`config.mk`:
```
export PLATFORM = sky130hd
export DESIGN_NAME = rbp_cfg
export DESIGN_NICKNAME = d
export VERILOG_FILES = /design/src/rtl/rbp_pkg.sv /design/src/rtl/rbp_cfg.sv
export SDC_FILE = /design/constraint.sdc
export NUM_CORES = 1
export LEC_CHECK = 0
export BUFFER_PORTS_ARGS = -buffer_cell sky130_fd_sc_hd__buf_2
export CAP_MARGIN = 20
export CORE_MARGIN = 2
export CORE_UTILIZATION = 30
export DETAILED_ROUTE_END_ITERATION = 12
export MAX_ROUTING_LAYER = met4
export PLACE_DENSITY = 0.58
export SYNTH_ARGS = -nofsm -noshare
export SYNTH_HDL_FRONTEND = slang
export SYNTH_SLANG_ARGS = --single-unit
```
`constraint.sdc`:
```
create_clock -name clk -period 2.9 [get_ports clk]
set_clock_uncertainty 0.2 [all_clocks]
set_input_delay 0 -clock clk [delete_from_list [all_inputs] [get_ports clk]]
set_output_delay 0 -clock clk [all_outputs]
set_load 0.005 [all_outputs]
```
`src/rtl/rbp_pkg.sv`:
```
// ----------------------------------------------------------------------------
// rbp_pkg
// Shared types and constants of the best-path route table.
// ----------------------------------------------------------------------------
`default_nettype none

package rbp_pkg;

  localparam int PREFIX_ENTRIES = 1024;
  localparam int MAX_PATH_LEN   = 255;
  localparam int ADDR_W         = $clog2(PREFIX_ENTRIES);

  // field widths
  localparam int IDX_W  = 10;
  localparam int RANK_W = 2;
  localparam int LEN_W  = 8;
  localparam int ASN_W  = 32;

  localparam logic [LEN_W-1:0] LEN_CAP =
    (MAX_PATH_LEN < 255) ? LEN_W'(MAX_PATH_LEN) : LEN_W'(255);

  // configuration port
  localparam int CFG_IDX_W  = 8;
  localparam int CFG_DATA_W = 32;
  localparam logic [CFG_IDX_W-1:0] REG_PREPEND_MODE = CFG_IDX_W'(0);
  localparam logic [CFG_IDX_W-1:0] REG_OWN_ASN      = CFG_IDX_W'(1);

  localparam int IN_TDATA_W  = 88;
  localparam int OUT_TDATA_W = 80;

  typedef struct packed {
    logic              prepend_mode;
    logic [ASN_W-1:0]  own_asn;
  } cfg_t;

  typedef struct packed {
    logic [IDX_W-1:0]  prefix_index;
    logic [RANK_W-1:0] relationship;
    logic [LEN_W-1:0]  path_length;
    logic [ASN_W-1:0]  path_head_asn;
    logic [ASN_W-1:0]  next_hop;
    logic              rov_flag;
  } req_t;

  typedef struct packed {
    logic              valid;
    logic [RANK_W-1:0] relationship;
    logic [LEN_W-1:0]  length;
    logic [ASN_W-1:0]  head_asn;
    logic [ASN_W-1:0]  next_hop;
    logic              rov;
  } entry_t;

  localparam int ENTRY_W = $bits(entry_t);

endpackage

`default_nettype wire

```
`src/rtl/rbp_cfg.sv`:
```
// ----------------------------------------------------------------------------
// rbp_cfg
// Configuration registers: prepend mode and own AS number.
// ----------------------------------------------------------------------------
`default_nettype none

module rbp_cfg (
  input  wire logic                            clk,
  input  wire logic                            rst_n,
  input  wire logic                            cfg_valid,
  output      logic                            cfg_ready,
  input  wire logic [rbp_pkg::CFG_IDX_W-1:0]  cfg_index,
  input  wire logic [rbp_pkg::CFG_DATA_W-1:0] cfg_data,
  output      rbp_pkg::cfg_t                   cfg
);

  rbp_pkg::cfg_t cfg_r;

  assign cfg_ready = 1'b1;
  assign cfg       = cfg_r;

  always_ff @(posedge clk) begin
    if (!rst_n) begin
      cfg_r <= '0;
    end else if (cfg_valid) begin
      unique case (cfg_index)
        rbp_pkg::REG_PREPEND_MODE: cfg_r.prepend_mode <= cfg_data[0];
        rbp_pkg::REG_OWN_ASN:      cfg_r.own_asn      <= cfg_data[rbp_pkg::ASN_W-1:0];
        default: ;
      endcase
    end
  end

endmodule

`default_nettype wire

```
## Yosys cells after proc, flatten, opt, wreduce, memory -nomap -nowiden

Cells that the tools add are included.

| operators by class | value |
|---|---|
| equal/unequal tests | 1 |
| reductions and logical operators | 3 |

Operator list:

| cell | number |
|---|---|
| equality test 8 x 1 -> 1 bit, second input constant | 1 |
| logical NOT 8 bit | 1 |
| AND reduction 2 bit | 2 |

| word-level totals | value |
|---|---|
| register bits after elaboration | 33 |
| word-level logic and storage cells | 6 |

## Longest topological paths before layout

| depth | value |
|---|---|
| depth after elaboration | 2 |
| gate-level depth with buffers | 4 |
| mapped depth without buffers | 3 |

## Least setup slack after synthesis

OpenSTA, ideal clock, no wires.

| timing path | value |
|---|---|
| path kind | input to register |
| from | in cfg_index[1] (netlist bit) |
| to | reg cfg_r, in the netlist cfg[0] |
| path slack | 1.363 ns |
| library setup time | 0.072 ns |
| required time | 2.628 ns |
| data arrival time | 1.266 ns |
| stages on the path | 4 |
| buffers on the path | 1 |
| cell sequence | or4_1 -> nor3_4 -> buf_8 -> mux2i_1 |

| between the ends | value |
|---|---|
| word-level cells in the longest chain between the ends | 2 |

Ends and longest elaborated chain:

| what | line | RTL |
|---|---|---|
| start, declared | rbp_cfg.sv:12 | `input wire logic [rbp_pkg::CFG_IDX_W-1:0] cfg_index,` |
| equality test 8 x 1 -> 1 bit | rbp_cfg.sv:26 | `unique case (cfg_index)` |
| AND reduction 2 bit (no line) | -- |  |
| end, declared | rbp_cfg.sv:17 | `rbp_pkg::cfg_t cfg_r;` |

Every way passes these cells.
A chain may end at the register's enable or synchronous reset.

## Final worst setup path

| timing path | value |
|---|---|
| from | in cfg_index[1] (netlist bit) |
| to | reg cfg_r, in the netlist cfg[32] |

| between the ends | value |
|---|---|
| word-level cells in the longest chain between the ends | 2 |

Ends and longest elaborated chain:

| what | line |
|---|---|
| logical NOT 8 bit | rbp_cfg.sv:26 |
| AND reduction 2 bit (no line) | -- |

Every way passes these cells.

==> run metrics <==
post_cts resized=0; minimum clock period=around 1.8 ns; DRT iter0 DRCs=43; Root Buffer=clkbuf_8; chip height=71.4 um; Antenna Cells=0; setup TNS=0 ns; Setup WS post-layout=1.13 ns; Fillers=400; WS Path Type=in -> reg; met1 wire length=about 1500 um; multi-input logic area=between 600 and 700 um2; met3 wire len=~230 um; antenna-violating nets left=0; RSZ-0062 raised after global routing=no; syn_area_per_cell=slightly above 9 um2; starting density of the core=a little under a third; top cells by area, synth=dfxtp_1, mux2i_1, nand2_1; initial antenna violation count=0; DR WL/cell=10.9 um; Final Hold Vio Count=0; IO buf count=75; global-route wire length before repair=between 5000 and 6000 um; Yosys warning count=0; f_max=about 560 MHz; DR WL met2=approximately 1600 um; via count of the routed design=approximately 1,300; Max Cap Viol=0; Placed Cells=between 200 and 300; commonest cells in the netlist=nand2_1, dfxtp_1, mux2i_1; GRT overflow=0; Largest register FFs=33; fin nets=roughly 300; top-count cell post-synth=nand2_1; largest area contributor in the netlist=dfxtp_1; P_leak=0.993 nW; Synth Instances=roughly 150; Synth async-reset ratio=0%; final worst path period share=61.1%; die area=between 5000 and 6000 um2; pre-CTS setup slack=approximately 1.0 ns; final setup fails=0; Seq/Total Area, Yosys=between 40% and 50%; share of post-route cells with drive strength above 1=about 33%; CP Max Fanout=3; syn nets=190; number of CTS-inserted buffers=5; Post-synth EDFFs=0; Rel. slew slack=a little over half; first drt pass iteration count=4; chip width=71.4 um; status=finished clean; Synth top area share=between 40% and 50%; worst min-delay path class=in -> reg; WHS=0.108 ns; Reg clk slew, reported paths=0.06 ns; Max H-tree Level=2; crit path capture type=flop; pwr/cell area=approximately 400 nW/um2; largest net degree at the start of global routing=44; I/O Pins=77; DRC viols=0; synth-to-layout area growth=59.0%; Startpoint Class=input port; Required @ worst endpoint=2.87 ns; Peak VDD IR=around 220 uV; synthesized area=1360 um2; worst slew pin tran=approximately 0.7 ns; core box area=~4400 um2; crit path DAT=~1.7 ns; row count=24; Most used DFF post-synth=dfxtp_1; CTS Sinks=33; Max Used Layer=met4; vias in the first global route=roughly 1,300; HPWL Detailed=2070 um; CTS tree=yes; total wire length=around 3300 um; final max-slew violation count=0; gp weighted congestion=0.677; clk_lat worst skew=roughly 0.27 ns; final non-filler cell total=approximately 310; Synth Register Bits=33; FF+latch area=approximately 660 um2; count of unique library cells instantiated by Yosys=14; Vias/cell=approximately 4.4; clock buffer depth=2; Total GRT Usage=between 10% and 20%
[final timing paths]
path / start / to / slack [ns] / cells after the start
max reg2reg: cfg[32] / cfg[32] / 1.48 / 3
min: rst_n / cfg[4] / 0.11 / 3
max: cfg_index[1] / cfg[32] / 1.13 / 5
min reg2reg: cfg[26] / cfg[26] / 0.25 / 2
[per-stage QoR]
stage / instance area [um2] / utilization (%) / power [mW]
6_report: 2170 / 49.7 / 0.884
5_1_grt: 2170 / 49.7 / 0.931
4_1_cts: 2170 / 49.7 / 0.901
3_5_place_dp: 1740 / 39.9 / 0.521
3_3_place_gp: 1740 / 39.9 / 0.521
2_1_floorplan: 1360 / - / 0.490
[logic make-up (layout without fill, tap and decap cells)]
group	count (synthesis)	after routing	share of synthesized area (%)
AOI/OAI and AO/OA	2	2	1.29
other	1	1	0.275
buffers and inverters	12	119	6.06
and+or+nand+nor	67	67	20.4
DFF	33	33	48.5
muxes	32	32	23.5
[worst max-delay path, cell delays in order]
cell and delay, ns:
buf_2 0.09, or4_1 0.60, o311ai_0 0.34, o41ai_1 0.14, dlygate4sd3_1 0.57
[cells in the final DEF (no fill, tap or decap), drive strengths merged]
cell type,Yosys,routed
nand2,64,64
o41ai,1,1
o311ai,1,1
buf,6,77
conb,1,1
inv,1,1
nor3,1,1
or4,1,1
dlygate4sd3,0,34
or4b,1,1
mux2i,32,32
dfxtp,33,33
clkbuf,5,7
[per-layer routing]
layer | vias up | track usage [%]
li1 | 687 | -
met2 | 50 | 22.3
met4 | 0 | 6.29
met3 | 9 | 4.08
met1 | 593 | 16.0
met5 | - | -
[timing repair]
action | 4_1_cts | 5_1_grt
hold buffers | 34 | 0
hold endpoints to repair | 33 | 0
buffers inserted | 0 | 0
endpoints found under the setup margin | 0 | 0
[cell type report]
class                           instances  share of cell area (%)
Timing Repair Buffer                  111                    33.7
Tap cell                               52                    3.00
Inverter                                1                   0.173
Sequential cell                        33                    30.5
Clock buffer                            7                    3.99
Multi-Input combinational cell        102                    28.6
[power breakdown]
part	switching, mW	internal, mW	total (mW)
Sequential	0.000268	0.454	0.454
Clock	0.150	0.188	0.338
Combinational	0.0347	0.0567	0.0914
Total	0.185	0.699	0.884
Power figures use the tool's default switching activity.
