## src/rtl/rbp_ram.sv

```systemverilog
// ----------------------------------------------------------------------------
// rbp_ram
// Generic single-write, single-read RAM with registered read data.
// ----------------------------------------------------------------------------
`default_nettype none

module rbp_ram #(
  parameter int WIDTH = 8,
  parameter int DEPTH = 16
) (
  input  wire logic                     clk,
  input  wire logic                     we,
  input  wire logic [$clog2(DEPTH)-1:0] waddr,
  input  wire logic [WIDTH-1:0]         wdata,
  input  wire logic                     re,
  input  wire logic [$clog2(DEPTH)-1:0] raddr,
  output      logic [WIDTH-1:0]         rdata
);

  logic [WIDTH-1:0] mem [DEPTH];

  always_ff @(posedge clk) begin
    if (we) begin
      mem[waddr] <= wdata;
    end
    if (re) begin
      rdata <= mem[raddr];
    end
  end

endmodule

`default_nettype wire

```

## config.mk

```make
export PLATFORM = sky130hd
export DESIGN_NAME = rbp_ram
export DESIGN_NICKNAME = d
export VERILOG_FILES = /design/src/rtl/rbp_ram.sv
export SDC_FILE = /design/constraint.sdc
export NUM_CORES = 1
export LEC_CHECK = 0
export BUFFER_PORTS_ARGS = -buffer_cell sky130_fd_sc_hd__buf_2
export CAP_MARGIN = 20
export CORE_MARGIN = 2
export CORE_UTILIZATION = 55
export CTS_CLUSTER_DIAMETER = 100
export DETAILED_ROUTE_END_ITERATION = 8
export GPL_ROUTABILITY_DRIVEN = 1
export GPL_TIMING_DRIVEN = 0
export PLACE_DENSITY = 0.82
export SLEW_MARGIN = 20
export SYNTH_ARGS = -nofsm -noshare
export SYNTH_HDL_FRONTEND = slang
export SYNTH_SLANG_ARGS = --single-unit
export TNS_END_PERCENT = 10
```

## constraint.sdc

```tcl
create_clock -name clk -period 3.7 [get_ports clk]
set_input_delay 0.555 -clock clk [delete_from_list [all_inputs] [get_ports clk]]
set_output_delay 0.555 -clock clk [all_outputs]
set_load 0.01 [all_outputs]
```

### After elaboration in Yosys (flattened, before gate mapping)

Memories as Yosys holds them, arrays and structs flattened. A register that Yosys moved wholly into a read port is not among the register bits.
Index checks and enable logic that the tools add are counted.

* muxes and demuxes: 2

Operators by type and width (number)
* 2-to-1 mux 1 bit: 2

* register bits after elaboration: 0
* memory bits (writable): 128
* output and inout port bits: 8
* word-level logic and storage cells: 3
* memories kept: 1

Memories
* mem: depth 16, width 8, read ports 1, clocked after Yosys merged registers in 1, wr ports 1, RTL line 20 `logic [WIDTH-1:0] mem [DEPTH];`

### Longest topological paths before layout

Gate-level depths: netlist (run 1).

* word-level depth: 2
* mapped depth: 5
* depth with buffers taken out: 3

### Least setup slack after synthesis (run 1)

Ideal clock, no wire load.

* path kind: input to register
* start point: input waddr[2]
* end point: memory mem[0][0] (enable)
* data arrival time: 1.665 ns
* required time: 3.317 ns
* setup slack: 1.652 ns
* cell stages on the path: 2
* path buffers: 0
* cell sequence: or3b_2 -> nor3_1

RTL lines
* start: declaration: RTL line 13 `input wire logic [$clog2(DEPTH)-1:0] waddr,`
* end: declaration: RTL line 20

No word-level cell before the write port.

### Worst setup path after layout (run 1)

* start point: input waddr[2]
* end point: memory mem[3][0] (enable)

No word-level cell before the write port.

==> flow_summary.json, run 1 <==
{
  "fmax_mhz": 583,
  "ios": 27,
  "dr.pass1.iters": 6,
  "timing.hold.ws_ps": 385,
  "p_leak_nw": 2.02,
  "fin_skew_ps": 4.06,
  "cp-start-kind": "input port",
  "critPathArrivalTime_ps": 1850,
  "final.setup.worst_slack_ps": 1980,
  "fin_crit_sh_pct": 46.4,
  "yosysMostFrequentCell": "edfxtp_1",
  "core_area_sq_mm": 0.00924,
  "critPathMaxFanout": 8,
  "gp_congestion": 0.712,
  "post_cts_buffers": 0,
  "yosysSeqAreaShare_pct": 78.1,
  "required_ps": 3840,
  "drv_slew": 0,
  "clockRootBuffer": "clkbuf_8",
  "synth_nets": 248,
  "fin_tns_setup_ps": 0,
  "fp.dieW_um": 101,
  "pwr-share-seq_pct": 50.7,
  "hold_violations": 0,
  "ctsResizeCount": 0,
  "initial_utilization_pct": 56.6,
  "ys_warn_count": 0,
  "syn_inst": 229,
  "grt_antenna_before_repair": 0,
  "crit_slowest_cell": "nor2_1",
  "tritoncts": "yes",
  "worstHoldStart": "re",
  "ant_nets": 0,
  "num_vias": 2454,
  "crit_path_start": "waddr[2]",
  "combinationalPowerShare_pct": 4.8,
  "avgRoutedWirePerCell_um": 22.6,
  "place_hpwl_um": 5860,
  "grt_setup_unrepaired": "no",
  "grt_pass1_vias": 2465,
  "drt-total-wl_um": 9420,
  "grt_pass1_wl_um": 13800,
  "synth_top_area_share_pct": 78.1,
  "multi_input_area_sq_mm": 0.00107,
  "synth_edf_count": 136,
  "globalRouteTotalUtil_pct": 19.9,
  "path_cells": "buf_2 > or3b_2 > nor2_1",
  "ys.flop_type": "edfxtp_1",
  "tightest_slew_ps": 829,
  "areaGrowthSynthToFinish_pct": 16.4,
  "intPower_mw": 2.75,
  "port_buffers": 25,
  "nets": 293,
  "clk_pin_slew_ps": 60,
  "ys_top_cells_by_area": "edfxtp_1, mux4_2, mux4_1",
  "slew_headroom_pct": 44.5,
  "reg2reg_from": "mem[4][2]$_DFFE_PP_",
  "rows": 35,
  "hold_buffers": 0,
  "post-place-ws_ps": 1450,
  "synth-seq-cells": 136,
  "h-tree-depth": 4,
  "clockPowerShare_pct": 44.6,
  "syn_area_sq_mm": 0.00523,
  "p_switching_uw": 693,
  "diodes": 0,
  "cts.sinks": 136,
  "setup_viol": 0,
  "synth_top_area_cell": "edfxtp_1",
  "cts_buffers": 17,
  "hold_class": "in2reg",
  "dieHeight_um": 101,
  "ff_latch_area_sq_mm": 0.00408,
  "fill_cells": 558,
  "syn_avg_cell_area_sq_um": 22.8,
  "path_class": "in2reg",
  "ys_types": 18,
  "synthTopCellsByCount": "edfxtp_1, mux4_2, a22oi_1",
  "end_kind": "flip-flop",
  "p_per_area_mw_per_mm2": 566,
  "gr-total-overflow": 0,
  "min_period_ps": 1720,
  "peakVddDrop_mv": 0.307,
  "dieArea_sq_mm": 0.0103,
  "async_flop_share_pct": 0,
  "clk_latency_ps": 510,
  "drive_gt1_share_pct": 30.3,
  "outcome": "finished, final reports clean",
  "sw_frac_of_total_pct": 20.1,
  "grt_start_max_net_pins": 17,
  "clockBufferDepth": 2,
  "drc_errors": 0,
  "route.detailed.vias_per_inst": 5.90,
  "max_stage_delay_ps": 640,
  "dr.first_iter.drc_count": 317,
  "drv_cap": 0
}
[layout by cell type, fill, tap and decap left out, drive strengths merged]
cell type / n
edfxtp: 136
nand3: 1
nor3: 4
a22oi: 16
nor2: 13
nor2b: 1
clkbuf: 18
and2: 1
or3b: 1
buf: 33
nand2b: 2
clkdlybuf4s25: 3
mux4: 32
clkinvlp: 5
clkinv: 7
nand2: 9
nand3b: 2
and2b: 1
bufinv: 2
[worst max-delay path, delay by kind of cell]
family                 cells  cell delay, ps
buffers and inverters      1             110
AND/OR/NAND/NOR            2            1190
[sequential cells by signal, summed over array words and instances, names as in the netlist]
register	count
mem	128
rdata	8
[through the flow]
stage / utilization [%] / std cells / power, mW / area, sq um
after global routing: 65.9 / 416 / 3.54 / 6090
after detailed placement: 59.8 / 384 / 1.94 / 5520
after CTS: 65.8 / 416 / 3.46 / 6080
after global placement: 59.7 / 383 / 1.93 / 5510
after floorplan: - / 229 / 1.87 / 5230
final: 65.9 / 416 / 3.44 / 6090
[power by group through the flow]
stage	clock [mW]	combinational, mW	sequential [mW]
global placement	0	0.157	1.77
floorplan	0	0.0876	1.78
finish	1.53	0.164	1.74
detailed placement	0	0.163	1.78
CTS	1.55	0.164	1.74
global route	1.61	0.175	1.75
[final cells by class]
class	instances	share of cell area, %
clock buffers	18	6.87
multi-input cells	83	17.6
well taps	129	2.65
clock inverters	14	2.20
plain buffers	10	1.42
repair buffers	26	2.14
flip-flops and latches	136	67.1
[worst paths after layout]
check / endpoint / slack (ps) / cells past startpoint
min reg2reg: rdata[4]$_DFFE_PP_ / 770 / 3
max reg2reg: rdata[2]$_DFFE_PP_ / 2110 / 3
max: mem[3][0]$_DFFE_PP_ / 1980 / 3
min: rdata[3]$_DFFE_PP_ / 390 / 1
[routing by layer]
| layer | vias to the layer above | track usage, % | wire [um] |
|---|---|---|---|
| met5 | - | 0 | 0 |
| met4 | 0 | 8.63 | 220 |
| met3 | 21 | 4.97 | 725 |
| met2 | 119 | 30.5 | 4480 |
| met1 | 1242 | 27.8 | 3990 |
| li1 | 1072 | - | - |
[logic make-up after synthesis]
logic type / after synthesis / synth area share, %
flops: 136 / 78.1
simple gates: 35 / 3.14
mux: 32 / 14.8
compound gates: 16 / 2.30
buf+inv: 10 / 1.65
Power figures use the tool's default switching activity.
==> run 2: changes to the inputs <==
ABC_AREA = 1   (was default)
clock period = 1.69 ns   (was 3.7 ns; I/O delays follow)
==> flow_summary.json, run 2 <==
{
  "outcome": "finished, final reports clean",
  "fin_crit_sh_pct": 76.2,
  "ys_types": 11,
  "grt_antenna_before_repair": 0,
  "core_area_sq_mm": 0.0103,
  "ys_top_cells_by_area": "edfxtp_1, nand2_1, nand3_1",
  "path_cells": "buf_2",
  "p_leak_nw": 2.91,
  "avgRoutedWirePerCell_um": 18.3,
  "path_depth": 1,
  "critPathArrivalTime_ps": 1030,
  "use_met3_pct": 6.20,
  "dr.first_iter.drc_count": 676,
  "clk_latency_ps": 530,
  "gr-total-overflow": 0,
  "synthSimpleGateAreaFrac_pct": 20.8,
  "synth_xor_area_share_pct": 0,
  "num_vias": 4133,
  "fin_skew_ps": 4.93,
  "initial_utilization_pct": 56.6,
  "min_period_ps": 1290,
  "crit_slowest_cell": "edfxtp_1",
  "rows": 37,
  "synth-compound-area-share_pct": 0,
  "largestRegisters": "mem x128, rdata x8",
  "holdPathStages": 1,
  "drc_errors": 0,
  "synth_nets": 570,
  "grt-busiest-layer": "met2",
  "grt_start_max_net_pins": 17,
  "fin_area_sq_mm": 0.00673,
  "synth_edf_count": 136,
  "synth-seq-cells": 136,
  "regMostFlops": "mem",
  "ant_nets": 0,
  "tightest_slew_ps": 889,
  "synth_top_area_share_pct": 69.8,
  "worst-path-buf-inv": 1,
  "yosysSeqAreaShare_pct": 69.8,
  "clk_pin_slew_ps": 60,
  "mostFrequentLayoutCells": "nand2_1, edfxtp_1, inv_1, nand3_1, buf_2",
  "nets": 612,
  "rr_worst_depth": 6,
  "drv_slew": 0,
  "hold_class": "in2reg",
  "critPathMaxFanout": 1,
  "diodes": 0,
  "cp-start-kind": "flip-flop",
  "synthTopCellsByCount": "nand2_1, edfxtp_1, inv_1",
  "clockRootBuffer": "clkbuf_8",
  "ys_warn_count": 0,
  "grt_pass1_wl_um": 20900,
  "place_area_sq_mm": 0.00613,
  "required_ps": 1440,
  "timing.hold.ws_ps": 52.6,
  "dieHeight_um": 107,
  "drv_cap": 0,
  "clockBufferDepth": 2,
  "place_hpwl_um": 8600,
  "fp.dieW_um": 107,
  "grt_pass1_vias": 3936,
  "drive_gt1_share_pct": 12.2,
  "yosys.area_share.adder_pct": 0,
  "synth_top_area_cell": "edfxtp_1",
  "dieArea_sq_mm": 0.0115,
  "ctsResizeCount": 0,
  "hold_violations": 0,
  "hold_buffers": 0,
  "port_buffers": 23,
  "peakVddDrop_mv": 0.685,
  "gp_congestion": 0.928,
  "p_per_area_mw_per_mm2": 1200,
  "globalRouteTotalUtil_pct": 25.4,
  "cts_buffers": 17,
  "cts.sinks": 136,
  "end_kind": "output port",
  "post_cts_buffers": 0,
  "yosysMostFrequentCell": "nand2_1",
  "route.detailed.vias_per_inst": 5.57,
  "met1_usage_pct": 33.4,
  "syn_area_sq_mm": 0.00585,
  "synth.area.mux_share_pct": 0,
  "h-tree-depth": 4,
  "slew_headroom_pct": 40.5,
  "max_stage_delay_ps": 360,
  "total_power_mw": 8.04,
  "synth_top_family_by_area": "simple AND/OR/NAND/NOR gates",
  "syn_inst": 551,
  "areaGrowthSynthToFinish_pct": 15.1,
  "fmax_mhz": 777,
  "setup_viol": 0,
  "largest_register_ff_count": 128,
  "ys.flop_type": "edfxtp_1",
  "final_common_cell": "nand2_1",
  "grt_util_met2_pct": 37.9,
  "ios": 27,
  "path_class": "reg2out",
  "async_flop_share_pct": 0,
  "critPathTopFamily": "flip-flops",
  "grt_setup_unrepaired": "no",
  "drt-total-wl_um": 13600,
  "tritoncts": "yes",
  "dr.pass1.iters": 6,
  "fin_util_pct": 65.2,
  "syn_avg_cell_area_sq_um": 10.6
}
run 2: metrics by stage:
| step | cells | setup slack [ps] | TNS, ps |
|---|---|---|---|
| floorplan | 551 | 486 | 0 |
| global placement | 710 | -5.69 | -42.2 |
| detailed placement | 710 | -76.3 | -614 |
| CTS | 742 | 382 | 0 |
| global route | 742 | 354 | 0 |
| finish | 742 | 403 | 0 |
run 2: worst paths after layout:
check	start	endpoint	slack, ps
max reg2reg	mem[6][3]$_DFFE_PP_	rdata[3]$_DFFE_PP_	430
min reg2reg	mem[12][5]$_DFFE_PP_	rdata[5]$_DFFE_PP_	750
max	rdata[2]$_DFFE_PP_	rdata[2]	400
min	re	rdata[5]$_DFFE_PP_	50
run 2: kinds of logic after synthesis:
kind of cell | after synthesis
flops | 136
simple gates | 289
buf+inv | 126
run 2: metal layers:
| metal | routed length, um | share of wire (%) |
|---|---|---|
| met1 | 5410 | 40 |
| met3 | 1500 | 11 |
| met5 | 0 | 0 |
| met2 | 6000 | 44 |
| met4 | 688 | 5.1 |
run 2: where the power goes:
part,internal [mW],switching [mW]
registers,3.80,0.0182
clock network,2.38,1.35
logic,0.142,0.356
run 2: area by class of cell:
cell class,count,area (sq um)
timing repair buffer,23,115
clock buffer,18,418
clock inverter,14,180
sequential,136,4080
tap,136,170
inverter,102,383
multi-input combinational,289,1210
buffer,24,166
fill,735,3590
==> run 3: changes to the inputs <==
clock period = 1.2 ns   (was 1.69 ns; I/O delays follow)
==> flow_summary.json, run 3 (synthesis gave the netlist of run 2 again) <==
{
  "initial_utilization_pct": 56.6,
  "fin_tns_setup_ps": -23.8,
  "num_vias": 4147,
  "areaGrowthSynthToFinish_pct": 16.2,
  "cts_buffers": 17,
  "critPathTopFamily": "flip-flops",
  "grt_pass1_vias": 3936,
  "ios": 27,
  "drt-total-wl_um": 13500,
  "clockRootBuffer": "clkbuf_8",
  "grt_pass1_wl_um": 20900,
  "tritoncts": "yes",
  "tightest_slew_ps": 890,
  "wl_met1_um": 5290,
  "critPathMaxFanout": 1,
  "path_depth": 1,
  "grt_antenna_before_repair": 0,
  "dieArea_sq_mm": 0.0115,
  "post_cts_buffers": 0,
  "timing.hold.ws_ps": 74.0,
  "path_class": "reg2out",
  "clk_latency_ps": 530,
  "worst-path-buf-inv": 1,
  "port_buffers": 23,
  "fp.dieW_um": 107,
  "dr_wl_met3_um": 1570,
  "critPathArrivalTime_ps": 1030,
  "outcome": "finished, violations left",
  "p_switching_mw": 2.43,
  "pwr-share-seq_pct": 47.5,
  "p_per_area_mw_per_mm2": 1670,
  "slew_headroom_pct": 40.4,
  "final_common_cell": "nand2_1",
  "failed_checks": "setup timing",
  "intPower_mw": 8.91,
  "max_stage_delay_ps": 360,
  "rr_worst_depth": 6,
  "gr-total-overflow": 0,
  "nets": 613,
  "drive_gt1_share_pct": 14.2,
  "drv_slew": 0,
  "largest_register_ff_count": 128,
  "fin_util_pct": 65.8,
  "route.detailed.vias_per_inst": 5.58,
  "combinationalPowerShare_pct": 6.4,
  "fill_cells": 723,
  "setup_viol": 5,
  "fmax_mhz": 828,
  "diodes": 0,
  "largestRegisters": "mem x128, rdata x8",
  "hold_class": "in2reg",
  "final.setup.worst_slack_ps": -8.38,
  "hold_violations": 0,
  "mostFrequentLayoutCells": "nand2_1, edfxtp_1, inv_1, nand3_1, buf_2",
  "clk_pin_slew_ps": 60,
  "instances_no_fill": 743,
  "peakVddDrop_mv": 0.967,
  "required_ps": 1020,
  "p_leak_nw": 2.93,
  "min_period_ps": 1210,
  "avgRoutedWirePerCell_um": 18.2,
  "cp-start-kind": "flip-flop",
  "met2_length_um": 5950,
  "topRoutingLayerUsed": "met5",
  "dr.first_iter.drc_count": 673,
  "fin_crit_sh_pct": 101,
  "grt_setup_unrepaired": "yes",
  "grt_start_max_net_pins": 17,
  "place_hpwl_um": 8600,
  "gp_congestion": 0.928,
  "sw_frac_of_total_pct": 21.4,
  "ant_nets": 0,
  "dr.pass1.iters": 5,
  "dp.cells": 710,
  "path_cells": "buf_2",
  "fin_skew_ps": 5.32,
  "cts.sinks": 136,
  "holdPathStages": 1,
  "end_kind": "output port",
  "h-tree-depth": 4,
  "regMostFlops": "mem",
  "drv_cap": 0,
  "crit_slowest_cell": "edfxtp_1",
  "clockBufferDepth": 2,
  "globalRouteTotalUtil_pct": 25.4,
  "clockPowerShare_pct": 46.2,
  "drc_errors": 0,
  "rows": 37,
  "core_area_sq_mm": 0.0103,
  "dieHeight_um": 107
}
-- run 3: cell count changes in the layout (fill, tap and decap cells not counted) --
cell | previous run | this run
nand3_2 | 0 | 9
nand3_1 | 97 | 88
nand2_2 | 0 | 2
nor2_1 | 17 | 16
nor2_2 | 0 | 1
nand2_1 | 173 | 171
dlygate4sd3_1 | 0 | 1
-- run 3: worst reg2reg max path, cell delays in order (launching register included) --
cell	delay, ps
edfxtp_1	370
inv_1	70
nand2_1	60
nand3_1	110
nand3_1	90
nand3_1	130
nand2_1	110
-- run 3: stage by stage --
step	worst slack, ps	area [sq um]	power, mW
floorplan	69.2	5850	5.86
global placement	-422	6130	6.12
detailed placement	-493	6130	6.15
CTS	-35.0	6740	11.3
global route	-62.6	6790	11.6
finish	-8.38	6790	11.3
-- run 3: cell type report --
class	count	area [sq um]	share of cell area [%]
buffer	24	166	2.45
clock buffer	18	418	6.15
clock inverter	14	180	2.65
inverter	102	383	5.64
multi-input combinational	289	1270	18.6
sequential	136	4080	60.1
tap	136	170	2.51
timing repair buffer	24	125	1.84
-- run 3: power groups by stage --
stage / logic (mW) / registers (mW) / clock network (mW)
after floorplan: 0.375 / 5.49 / 0
after global placement: 0.649 / 5.47 / 0
after detailed placement: 0.671 / 5.48 / 0
after CTS: 0.682 / 5.38 / 5.26
after global routing: 0.777 / 5.39 / 5.47
final: 0.720 / 5.38 / 5.24
-- run 3: path summary, 6_finish.rpt --
path | endpoint | slack [ps] | startpoint
setup reg to reg | rdata[6]$_DFFE_PP_ | 20 | mem[14][6]$_DFFE_PP_
hold reg to reg | rdata[5]$_DFFE_PP_ | 740 | mem[12][5]$_DFFE_PP_
hold / removal | mem[4][4]$_DFFE_PP_ | 70 | wdata[4]
setup / recovery | rdata[2] | -8 | rdata[2]$_DFFE_PP_
-- run 3: routing by layer --
layer | global-route usage [%] | vias up
li1 | - | 1869
met1 | 33.4 | 1902
met2 | 37.9 | 312
met3 | 6.20 | 62
met4 | 16.3 | 2
met5 | 0 | -
-- run 3: timing repair --
action                                  in CTS  in global routing
gates resized for setup                      0                 12
pin swaps                                    0                  0
endpoints found under the hold margin        8                  0
endpoints found under the setup margin       8                 22
hold buffers                                 1                  0
