$ cat config.mk
export PLATFORM = sky130hd
export DESIGN_NAME = rbp_pick
export DESIGN_NICKNAME = d
export VERILOG_FILES = /design/src/rtl/rbp_pkg.sv /design/src/rtl/rbp_pick.sv
export SDC_FILE = /design/constraint.sdc
export NUM_CORES = 1
export LEC_CHECK = 0
export ABC_AREA = 1
export BUFFER_PORTS_ARGS = -buffer_cell sky130_fd_sc_hd__buf_2
export CAP_MARGIN = 20
export CORE_AREA = 2 2 104 106
export DETAILED_ROUTE_END_ITERATION = 12
export DIE_AREA = 0 0 106 108
export PLACE_DENSITY = 0.57
export REMOVE_ABC_BUFFERS = 1
export SETUP_SLACK_MARGIN = 0.3
export SYNTH_ARGS = -nofsm -noshare
export SYNTH_HDL_FRONTEND = slang
export SYNTH_SLANG_ARGS = --single-unit
$ cat constraint.sdc
create_clock -name vclk -period 5.2
set_input_delay 0.52 -clock vclk [all_inputs]
set_output_delay 0.52 -clock vclk [all_outputs]
set_load 0.02 [all_outputs]
$ cat src/rtl/rbp_pkg.sv
// ----------------------------------------------------------------------------
// rbp_pkg
// Shared types and constants of the best-path route table.
// ----------------------------------------------------------------------------
`default_nettype none

package rbp_pkg;

  localparam int PREFIX_ENTRIES = 1024;
  localparam int MAX_PATH_LEN   = 255;
  localparam int ADDR_W         = $clog2(PREFIX_ENTRIES);

  // field widths
  localparam int IDX_W  = 10;
  localparam int RANK_W = 2;
  localparam int LEN_W  = 8;
  localparam int ASN_W  = 32;

  localparam logic [LEN_W-1:0] LEN_CAP =
    (MAX_PATH_LEN < 255) ? LEN_W'(MAX_PATH_LEN) : LEN_W'(255);

  // configuration port
  localparam int CFG_IDX_W  = 8;
  localparam int CFG_DATA_W = 32;
  localparam logic [CFG_IDX_W-1:0] REG_PREPEND_MODE = CFG_IDX_W'(0);
  localparam logic [CFG_IDX_W-1:0] REG_OWN_ASN      = CFG_IDX_W'(1);

  localparam int IN_TDATA_W  = 88;
  localparam int OUT_TDATA_W = 80;

  typedef struct packed {
    logic              prepend_mode;
    logic [ASN_W-1:0]  own_asn;
  } cfg_t;

  typedef struct packed {
    logic [IDX_W-1:0]  prefix_index;
    logic [RANK_W-1:0] relationship;
    logic [LEN_W-1:0]  path_length;
    logic [ASN_W-1:0]  path_head_asn;
    logic [ASN_W-1:0]  next_hop;
    logic              rov_flag;
  } req_t;

  typedef struct packed {
    logic              valid;
    logic [RANK_W-1:0] relationship;
    logic [LEN_W-1:0]  length;
    logic [ASN_W-1:0]  head_asn;
    logic [ASN_W-1:0]  next_hop;
    logic              rov;
  } entry_t;

  localparam int ENTRY_W = $bits(entry_t);

endpackage

`default_nettype wire

$ cat src/rtl/rbp_pick.sv
// ----------------------------------------------------------------------------
// rbp_pick
// Prepend handling and route preference compare against the stored entry.
// ----------------------------------------------------------------------------
`default_nettype none

module rbp_pick (
  input  wire rbp_pkg::req_t   req,
  input  wire rbp_pkg::entry_t stored,
  input  wire rbp_pkg::cfg_t   cfg,
  output      logic            replace,
  output      rbp_pkg::entry_t new_entry
);

  logic [rbp_pkg::LEN_W-1:0] len;
  logic                      better;

  always_comb begin
    len = req.path_length;
    if (cfg.prepend_mode && (req.path_length < rbp_pkg::LEN_CAP)) begin
      len = req.path_length + rbp_pkg::LEN_W'(1);
    end

    new_entry.valid        = 1'b1;
    new_entry.relationship = req.relationship;
    new_entry.length       = len;
    new_entry.head_asn     = cfg.prepend_mode ? cfg.own_asn : req.path_head_asn;
    new_entry.next_hop     = req.next_hop;
    new_entry.rov          = req.rov_flag;

    // rank, then length, then next hop
    priority if (req.relationship != stored.relationship) begin
      better = req.relationship > stored.relationship;
    end else if (len != stored.length) begin
      better = len < stored.length;
    end else begin
      better = req.next_hop < stored.next_hop;
    end

    replace = !stored.valid || better;
  end

endmodule

`default_nettype wire

# After elaboration in Yosys (flattened, before gate mapping)

Index checks and enable logic that the tools add are counted.

Add/sub/neg operators: 1
Mux-type cells: 4
Eq/ne operators: 2
Magnitude comparators: 4
Reductions and logical operators: 3

Operators with widths:

| cell                | count |
|---|---|
| $lt 32x32->1        | 1 |
| $mux 32             | 1 |
| $add 8x1->8 const B | 1 |
| $lt 8x8->1          | 1 |
| $lt 8x8->1 const B  | 1 |
| $mux 8              | 1 |
| $ne 8x8->1          | 1 |
| $gt 2x2->1          | 1 |
| $mux 1              | 2 |
| $ne 2x2->1          | 1 |
| $logic_and 1x1->1   | 1 |
| $logic_not 1->1     | 1 |
| $logic_or 1x1->1    | 1 |

Bits of input ports: 194
Register bits: 0
Word-level logic and storage cells: 14
Output and inout port bits: 77

# Longest topological paths before layout

Gate-level depths: netlist of the first run.

Depth in word-level cells: 7
Depth in mapped cells: 17
Gate-level depth less buffers: 17

# Least setup slack after synthesis of the first run

No wires, ideal clock.

Path type: input port to output port
Start: input req[65] (netlist name)
End: output replace
Path buffers: 0
Arrival time: 2.532 ns
Required time: 4.680 ns
Stages on the path: 15
Path slack: 2.148 ns
Path through: ha_1 > and3_4 > nand3_4 > nand2_4 > nor2_2 > nand3_1 > xnor2_1 > ha_1 > nand2_1 > nor2_1 > nand4_1 > o2111ai_1 > nand2_1 > nand2_1 > nand2_1

RTL lines:

| what            | RTL line       | RTL |
|---|---|---|
| start, declared | rbp_pick.sv:8  | `input wire rbp_pkg::req_t req,` |
| end, declared   | rbp_pick.sv:11 | `output logic replace,` |

# Final worst setup path of the first run

Start: input cfg[32] (netlist name)
End: output replace

Longest elaborated chain between the ends: 6
Elaborated cells between the ends (all ways): 7
Those cells by class: order compare: 1; eq/ne: 1; mux: 3; reduce/logical: 2

Ends and longest elaborated chain:

| what                                     | RTL line                       | RTL |
|---|---|---|
| start, declared                          | rbp_pick.sv:10                 | `input wire rbp_pkg::cfg_t cfg,` |
| $logic_and 1x1->1 (*)                    | rbp_pick.sv:20                 | `if (cfg.prepend_mode && (req.path_length < rbp_pkg::LEN_CAP)) begin` |
| $mux 8 (*)                               | rbp_pick.sv:20                 |  |
| $lt 8x8->1 or $ne 8x8->1 (tied branches) | rbp_pick.sv:35, rbp_pick.sv:34 |  |
| $mux 1 (*)                               | rbp_pick.sv:34                 | `end else if (len != stored.length) begin` |
| $mux 1 (*)                               | rbp_pick.sv:32                 | `priority if (req.relationship != stored.relationship) begin` |
| $logic_or 1x1->1 (*)                     | rbp_pick.sv:40                 | `replace = !stored.valid \|\| better;` |

Every way passes the cells marked *; elsewhere a longest branch is shown, timed or not.

==> impl_metrics.py, run 1 <==
metrics = {
    "run_status": {
        "status": "complete, no violations",
    },
    "hold_path": {
        "whs_path_depth": 0,
        "worstHoldStart": "req[0]",
        "whs_endpoint": "new_entry[0]",
        "min_path_type": "in -> out",
    },
    "synthesis": {
        "synth_area_sq_um": 1950,
        "yosys_warnings": 0,
        "postSynthCellCount": 276,
        "synth_cell_types": 31,
        "synth_area_leader_cell": "ha_1",
        "yosys-top-cells-area": "ha_1, mux2_2, buf_4",
        "synth_top_area_share_pct": 27.0,
        "synth_area_per_cell_sq_um": 7.06,
        "yosysSeqAreaShare_pct": 0,
    },
    "critical_path": {
        "crit_arrival_ns": 2.83,
        "cp.buffers_inverters": 2,
        "cp-end-kind": "primary output",
        "critical_path.max_stage_delay_ns": 0.57,
        "cp_cell_sequence": "buf_2 > nand2_4 > nor2_2 > nand3_1 > xnor2_1 > ha_1 > nand2_1 > nor2_1 > nand4_1 > o2111ai_1 > nand2_1 > nand2_1 > nand2_1 > buf_2",
        "cp-start-kind": "input pin",
        "cp_common_cell": "nand2_1",
        "crit_fanout": 34,
        "crit_slowest_cell": "buf_2",
        "critical-path-top-delay-family": "simple AND/OR/NAND/NOR gates",
        "required_ns": 4.68,
        "crit_type": "in -> out",
    },
    "timing": {
        "worst_pin_slew_ns": 0.731,
        "clock.fmax_ghz": 0.298,
        "period_needed_ns": 3.35,
        "fin_tns_setup_ns": 0,
        "rsz0062_at_grt": "no",
        "slew_viol_final": 0,
        "setup_violations": 0,
        "whs_ns": 1.04,
        "fin_crit_sh_pct": 64.5,
        "slew_headroom_pct": 51.3,
        "hold_viol_final": 0,
    },
    "final_layout": {
        "nets": 699,
        "regArea_sq_um": 0,
        "n_antenna_cell": 0,
        "layout-drive-gt1-share_pct": 57.7,
        "layout_common_cells": "buf_2, inv_1, nand2_1, ha_1, mux2_2",
        "clockBufferCount": 0,
        "area_growth_pct": 51.0,
        "mostFrequentLayoutCell": "buf_2",
        "final_cell_count_no_fill": 597,
        "seq_cell_count": 0,
        "nFillCells": 1126,
    },
    "routing": {
        "dr.first_iter.drc_count": 47,
        "detail_route.wl_per_cell_um": 10.2,
        "route.met3.wl_um": 488,
        "dr_total_vias": 2320,
        "vias_per_cell": 3.89,
        "routed_wl_um": 6120,
        "ant_nets": 0,
        "drc": 0,
        "wl_met2_um": 3380,
        "drt-pass1-iter-count": 4,
        "met1_length_um": 2230,
        "dr.max_layer_used": "met4",
    },
    "grt": {
        "grt_max_degree": 35,
        "grt-ovfl-total": 0,
        "antenna_found_initial": 0,
        "grt_usage_pct": 9.48,
        "grt_pass1_vias": 2161,
        "grt_pass1_wl_um": 9160,
    },
    "die": {
        "initial_utilization_pct": 19.1,
        "io_pins": 271,
        "coreArea_sq_um": 10200,
        "die_area_sq_um": 11400,
        "fp-row-count": 37,
        "fp.dieH_um": 108,
        "chipWidth_um": 106,
    },
    "place": {
        "routabilityCongestion": 0.764,
        "place_inst": 597,
        "hpwlAfterDp_um": 5920,
        "portBuffers": 225,
    },
    "run": {
        "maxCapViolCount": 0,
    },
    "power_and_ir_drop": {
        "leakagePower_uw": 0.00185,
        "power_uw": 263,
        "powerDensity_nw_per_um2": 89.4,
        "ir_drop_v": 0.0000408,
    },
    "cts": {
        "ctsResizeCount": 0,
        "postCtsHoldBufs": 0,
        "cts_setup_buffers": 0,
    },
}
==> cells in the mapped netlist <==
cell type and instances:
a21boi_0 1, a21oi_1 20, and3_1 1, and3_4 1, buf_2 2, buf_4 37
clkbuf_8 1, conb_1 1, ha_1 42, inv_1 54, inv_2 1, inv_4 1
mux2_2 32, nand2_1 42, nand2_2 1, nand2_4 1, nand3_1 5, nand3_4 1
nand4_1 3, nor2_1 8, nor2_2 1, nor2_4 1, nor3_1 2, o2111ai_1 1
o21a_1 2, o21ai_0 5, o21ai_1 2, o31ai_1 1, xnor2_1 2, xor2_1 3
xor2_2 1
==> per-stage QoR <==
step / instance area, sq um / utilization, % / setup WS [ns]
4_1_cts: 2940 / 28.8 / 1.76
5_1_grt: 2940 / 28.8 / 1.48
6_report: 2940 / 28.8 / 1.85
3_5_place_dp: 2940 / 28.8 / 1.77
3_3_place_gp: 2940 / 28.8 / 1.82
2_1_floorplan: 1650 / - / 2.15
==> layer usage <==
layer / vias to the layer above / track usage, %
li1: 1229 / -
met1: 953 / 10.2
met2: 136 / 20.5
met3: 2 / 0.964
met4: 0 / 0.282
met5: - / 0
==> worst max path at each step <==
stage / cells after the start / start / end / slack [ns]
floorplan: 15 / req[65] / replace / 2.15
detailed placement: 12 / cfg[32] / replace / 1.77
global placement: 14 / cfg[32] / replace / 1.82
global route: 12 / cfg[32] / replace / 1.48
finish: 14 / cfg[32] / replace / 1.85
CTS: 14 / cfg[32] / replace / 1.76
==> where the power goes <==
| part | internal, uW | switching, uW |
|---|---|---|
| Clock | 0 | 0 |
| Sequential | 0 | 0 |
| Combinational | 120 | 144 |
==> logic make-up after synthesis <==
group,synth area share (%)
buffers and inverters,26.4
and+or+nand+nor,16.0
adders and majority gates,27.0
AOI/OAI and AO/OA,8.92
muxes,18.5
xor gates and xnor gates,3.08
other,0.192
==> area by class of cell <==
class              instances  area (sq um)  share of cell area [%]
multi-input cells        180          1440                    48.7
repair buffers           225          1130                    38.2
well taps                136           170                    5.78
inverters                 56           213                    7.22
Power figures use the tool's default switching activity.
==> run 2: changes to the inputs <==
ABC_AREA = 0   (was 1)
PLACE_DENSITY = 0.56   (was 0.57)
clock period = 3.34 ns   (was 5.2 ns; I/O delays follow)
==> impl_metrics.py, run 2 <==
metrics = {
    "routing": {
        "vias_per_cell": 4.00,
        "drc": 0,
        "wl_met2_um": 3330,
        "detail_route.wl_per_cell_um": 11.3,
        "dr.first_iter.drc_count": 72,
        "route.met3.wl_um": 512,
        "ant_nets": 0,
        "dr_total_vias": 2308,
        "drt-pass1-iter-count": 4,
        "routed_wl_um": 6530,
        "met1_length_um": 2550,
        "dr.max_layer_used": "met5",
    },
    "synthesis": {
        "synthAdderAreaFrac_pct": 28.6,
        "synthMuxAreaShare_pct": 19.6,
        "synth_top_family_by_area": "adder cells",
        "postSynthCellCount": 248,
        "yosysSeqAreaShare_pct": 0,
        "synth_area_sq_um": 1840,
        "synth_area_leader_cell": "ha_1",
        "yosys_warnings": 0,
        "synth_compound_area_share_pct": 11.1,
        "yosys-top-cells-area": "ha_1, mux2_2, buf_4",
        "synth_xor_area_share_pct": 2.86,
        "synth_top_area_share_pct": 28.6,
        "synth_cell_types": 31,
        "synth_common_cells": "ha_1, inv_1, buf_4, mux2_2, nand2_1",
        "synth_area_per_cell_sq_um": 7.42,
        "synthSimpleGateAreaFrac_pct": 13.6,
    },
    "grt": {
        "grt_pass1_vias": 2242,
        "grt_usage_pct": 10.2,
        "grt-ovfl-total": 0,
        "grt_max_degree": 33,
        "grt_pass1_wl_um": 9830,
        "antenna_found_initial": 1,
    },
    "critical_path": {
        "crit_arrival_ns": 2.58,
        "crit_fanout": 4,
        "cp_common_cell": "buf_4",
        "cp-end-kind": "primary output",
        "critical_path.max_stage_delay_ns": 0.33,
        "crit_type": "in -> out",
        "required_ns": 3.01,
        "cp-start-kind": "input pin",
        "crit_slowest_cell": "ha_1",
        "cp_cell_sequence": "buf_4 > ha_4 > nand3_4 > o21a_4 > buf_4 > xnor2_2 > ha_1 > nand2_2 > nor4_2 > buf_4 > o21ai_0 > o41ai_1 > buf_2",
    },
    "timing": {
        "clock.fmax_ghz": 0.343,
        "rsz0062_at_grt": "no",
        "period_needed_ns": 2.92,
        "fin_crit_sh_pct": 87.3,
        "setup_violations": 0,
        "slew_viol_final": 0,
        "fin_tns_setup_ns": 0,
        "hold_viol_final": 0,
    },
    "final_layout": {
        "layout_common_cells": "buf_2, inv_1, ha_1",
        "mostFrequentLayoutCell": "buf_2",
        "layout-drive-gt1-share_pct": 62.8,
        "clockBufferCount": 0,
        "nFillCells": 1122,
        "final_cell_count_no_fill": 577,
        "nets": 679,
        "multi_input_area_sq_um": 1480,
        "n_antenna_cell": 0,
        "regArea_sq_um": 0,
        "area_growth_pct": 63.5,
        "seq_cell_count": 0,
    },
    "power_and_ir_drop": {
        "switching_power_uw": 223,
        "p_sw_share_pct": 53.2,
        "leakagePower_uw": 0.00179,
        "seq_power_share_pct": 0,
        "combPwrFrac_pct": 100.0,
        "power.internal_uw": 196,
        "powerDensity_nw_per_um2": 140,
        "clkPwrFrac_pct": 0,
        "ir_drop_v": 0.0000718,
    },
    "die": {
        "fp-row-count": 37,
        "io_pins": 271,
        "fp.dieH_um": 108,
        "initial_utilization_pct": 18.0,
        "die_area_sq_um": 11400,
        "coreArea_sq_um": 10200,
        "chipWidth_um": 106,
    },
    "run": {
        "maxCapViolCount": 0,
    },
    "hold_path": {
        "min_path_type": "in -> out",
        "whs_path_depth": 0,
    },
    "cts": {
        "postCtsHoldBufs": 0,
    },
    "place": {
        "place_inst": 572,
        "hpwlAfterDp_um": 6040,
        "portBuffers": 225,
        "routabilityCongestion": 0.782,
    },
    "run_status": {
        "status": "complete, no violations",
    },
}
-- run 2: cell types whose count changed after synthesis, sizes merged, moves of 3 or more --
cell	previous run	this run
clkbuf	1	4
nand2	44	18
inv	56	42
a21oi	20	12
buf	39	36
nand4	3	7
-- run 2: worst max-delay path, delay by kind of cell --
family                     cells  cell delay (ns)
buffers and inverters          4             0.64
and+or+nand+nor                3             0.41
adders and majority gates      2             0.47
xor gates and xnor gates       1             0.13
AOI/OAI and AO/OA              3             0.59
-- run 2: logic make-up (layout without fill, tap and decap cells) --
family | Yosys count | count (layout)
muxes | 32 | 32
buffers and inverters | 82 | 275
adders and majority gates | 42 | 42
other | 1 | 1
xor gates and xnor gates | 6 | 6
AOI/OAI and AO/OA | 34 | 34
and+or+nand+nor | 51 | 51
-- run 2: what timing repair did --
action                                  4_1_cts  5_1_grt
resized for setup                             8       13
pin swaps                                     8       11
hold endpoints to repair                      0        0
endpoints found under the setup margin        1        1
buffers inserted                              4        1
-- run 2: layout make-up --
| class | instances | area share [%] |
|---|---|---|
| inverters | 42 | 5.24 |
| multi-input cells | 166 | 49.3 |
| well taps | 136 | 5.66 |
| repair buffers | 233 | 39.8 |
-- run 2: power by group through the flow --
stage	clock network (uW)	registers (uW)	logic (uW)
final	0	0	420
after global routing	0	0	466
after CTS	0	0	414
after detailed placement	0	0	404
after global placement	0	0	400
after floorplan	0	0	187
-- run 2: through the flow --
step	utilization [%]	setup WS [ns]	instance area [sq um]	hold slack, ns	total power, uW
6_report	29.4	0.423	3010	0.668	420
5_1_grt	29.4	0.292	3010	0.668	466
4_1_cts	28.7	0.309	2940	0.668	414
3_5_place_dp	28.1	0.0595	2870	0.668	404
3_3_place_gp	28.1	0.206	2870	0.668	400
2_1_floorplan	-	0.209	1550	0.668	188
-- run 2: worst paths after layout --
path / slack (ns) / startpoint / end
max: 0.42 / req[66] / replace
min: 0.67 / req[0] / new_entry[0]
-- run 2: per-layer routing --
layer | up-vias | global-route usage, %
met5 | - | 0
met4 | 2 | 1.41
met3 | 8 | 1.33
met2 | 136 | 20.3
met1 | 955 | 11.8
li1 | 1207 | -
==> run 3: changes to the inputs <==
CELL_PAD_IN_SITES_DETAIL_PLACEMENT = 1   (was default)
CELL_PAD_IN_SITES_GLOBAL_PLACEMENT = 1   (was default)
CORE_AREA = 2 2 105 107   (was 2 2 104 106)
DIE_AREA = 0 0 107 109   (was 0 0 106 108)
PLACE_DENSITY = 0.84   (was 0.56)
==> impl_metrics.py, run 3 (synthesized netlist as in run 2, its figures left out) <==
metrics = {
    "critical_path": {
        "crit_arrival_ns": 2.56,
        "crit_slowest_cell": "ha_1",
        "crit_fanout": 4,
        "crit_type": "in -> out",
        "critical_path.max_stage_delay_ns": 0.31,
        "cp-end-kind": "primary output",
        "cp-start-kind": "input pin",
        "cp_cell_sequence": "buf_4 > and3_4 > nand2_2 > o21ai_4 > nor3_4 > xor2_2 > ha_1 > nand4_1 > nor4_1 > o21ai_1 > o41ai_1 > buf_2",
        "required_ns": 3.01,
    },
    "hold_path": {
        "whs_path_depth": 0,
        "whs_endpoint": "new_entry[0]",
        "worstHoldStart": "req[0]",
        "min_path_type": "in -> out",
    },
    "grt": {
        "grt_max_degree": 33,
        "grt_pass1_wl_um": 11600,
        "grt-ovfl-total": 0,
        "grt_pass1_vias": 2513,
        "grt_usage_pct": 12.1,
        "antenna_found_initial": 0,
    },
    "timing": {
        "slew_viol_final": 0,
        "setup_violations": 0,
        "clock.fmax_ghz": 0.346,
        "fin_tns_setup_ns": 0,
        "whs_ns": 0.668,
        "fin_crit_sh_pct": 86.6,
        "hold_viol_final": 0,
        "period_needed_ns": 2.89,
        "rsz0062_at_grt": "no",
    },
    "power_and_ir_drop": {
        "leakagePower_uw": 0.00181,
        "powerDensity_nw_per_um2": 142,
        "power_uw": 436,
        "ir_drop_v": 0.0000576,
    },
    "final_layout": {
        "layout-drive-gt1-share_pct": 63.7,
        "nets": 681,
        "regArea_sq_um": 0,
        "layout_common_cells": "buf_2, inv_1, ha_1",
        "clockBufferCount": 0,
        "mostFrequentLayoutCell": "buf_2",
        "n_antenna_cell": 0,
        "area_growth_pct": 66.5,
        "seq_cell_count": 0,
    },
    "die": {
        "fp.dieH_um": 109,
        "coreArea_sq_um": 10600,
        "fp-row-count": 38,
        "initial_utilization_pct": 17.3,
        "die_area_sq_um": 11700,
        "chipWidth_um": 107,
        "io_pins": 271,
    },
    "routing": {
        "drc": 0,
        "dr.first_iter.drc_count": 21,
        "vias_per_cell": 4.23,
        "detail_route.wl_per_cell_um": 13.2,
        "drt-pass1-iter-count": 2,
        "routed_wl_um": 7680,
        "ant_nets": 0,
        "dr_total_vias": 2468,
    },
    "place": {
        "portBuffers": 225,
        "hpwlAfterDp_um": 7350,
        "routabilityCongestion": 0.731,
    },
    "cts": {
        "postCtsHoldBufs": 0,
    },
    "run": {
        "maxCapViolCount": 0,
    },
    "run_status": {
        "status": "complete, no violations",
    },
}
## run 3: changes by cell type in the layout (fill, tap and decap cells not counted), sizes merged
cell	delta
buf	+2
## run 3: power by group
group | internal (uW) | switching, uW | leakage [uW]
registers | 0 | 0 | 0
logic | 202 | 235 | 0.00181
clock network | 0 | 0 | 0
total | 202 | 235 | 0.00181
## run 3: routing by layer
layer	up-vias	routed length [um]	global-route usage, %
met5	-	0	0
met4	0	16	0.557
li1	1213	-	-
met2	123	4390	26.2
met3	2	527	1.14
met1	1130	2740	13.0
## run 3: how the worst max path moves through the flow
stage | start | to | cells after the start
floorplan | req[65] | replace | 10
global placement | req[65] | replace | 12
detailed placement | req[65] | replace | 12
CTS | req[65] | replace | 12
global route | req[65] | replace | 12
finish | req[69] | replace | 12
## run 3: final cells by class
| cell class | count | area [sq um] |
|---|---|---|
| multi-input cells | 166 | 1520 |
| fillers | 1346 | 7540 |
| well taps | 140 | 175 |
| inverters | 42 | 158 |
| repair buffers | 235 | 1210 |
## run 3: repair_timing
item,CTS,global route
hold endpoints to repair,0,0
buffers inserted,0,6
setup endpoints to repair,1,1
gates resized for setup,7,24
pin swaps,3,16
## run 3: critical path: cells and delay by family
family | cells | cell delay, ns
AO/OA/AOI/OAI | 3 | 0.64
XOR/XNOR | 1 | 0.15
adder cells (fa/ha/maj) | 1 | 0.31
buffers and inverters | 2 | 0.35
AND/OR/NAND/NOR | 5 | 0.78
## run 3: stage by stage
stage	cells	util (%)	area [sq um]	worst slack, ns
after detailed placement	577	27.2	2890	0.0724
after CTS	577	27.4	2910	0.313
after global routing	583	28.9	3060	0.301
after floorplan	208	-	1550	0.209
final	583	28.9	3060	0.446
after global placement	577	27.2	2890	0.186
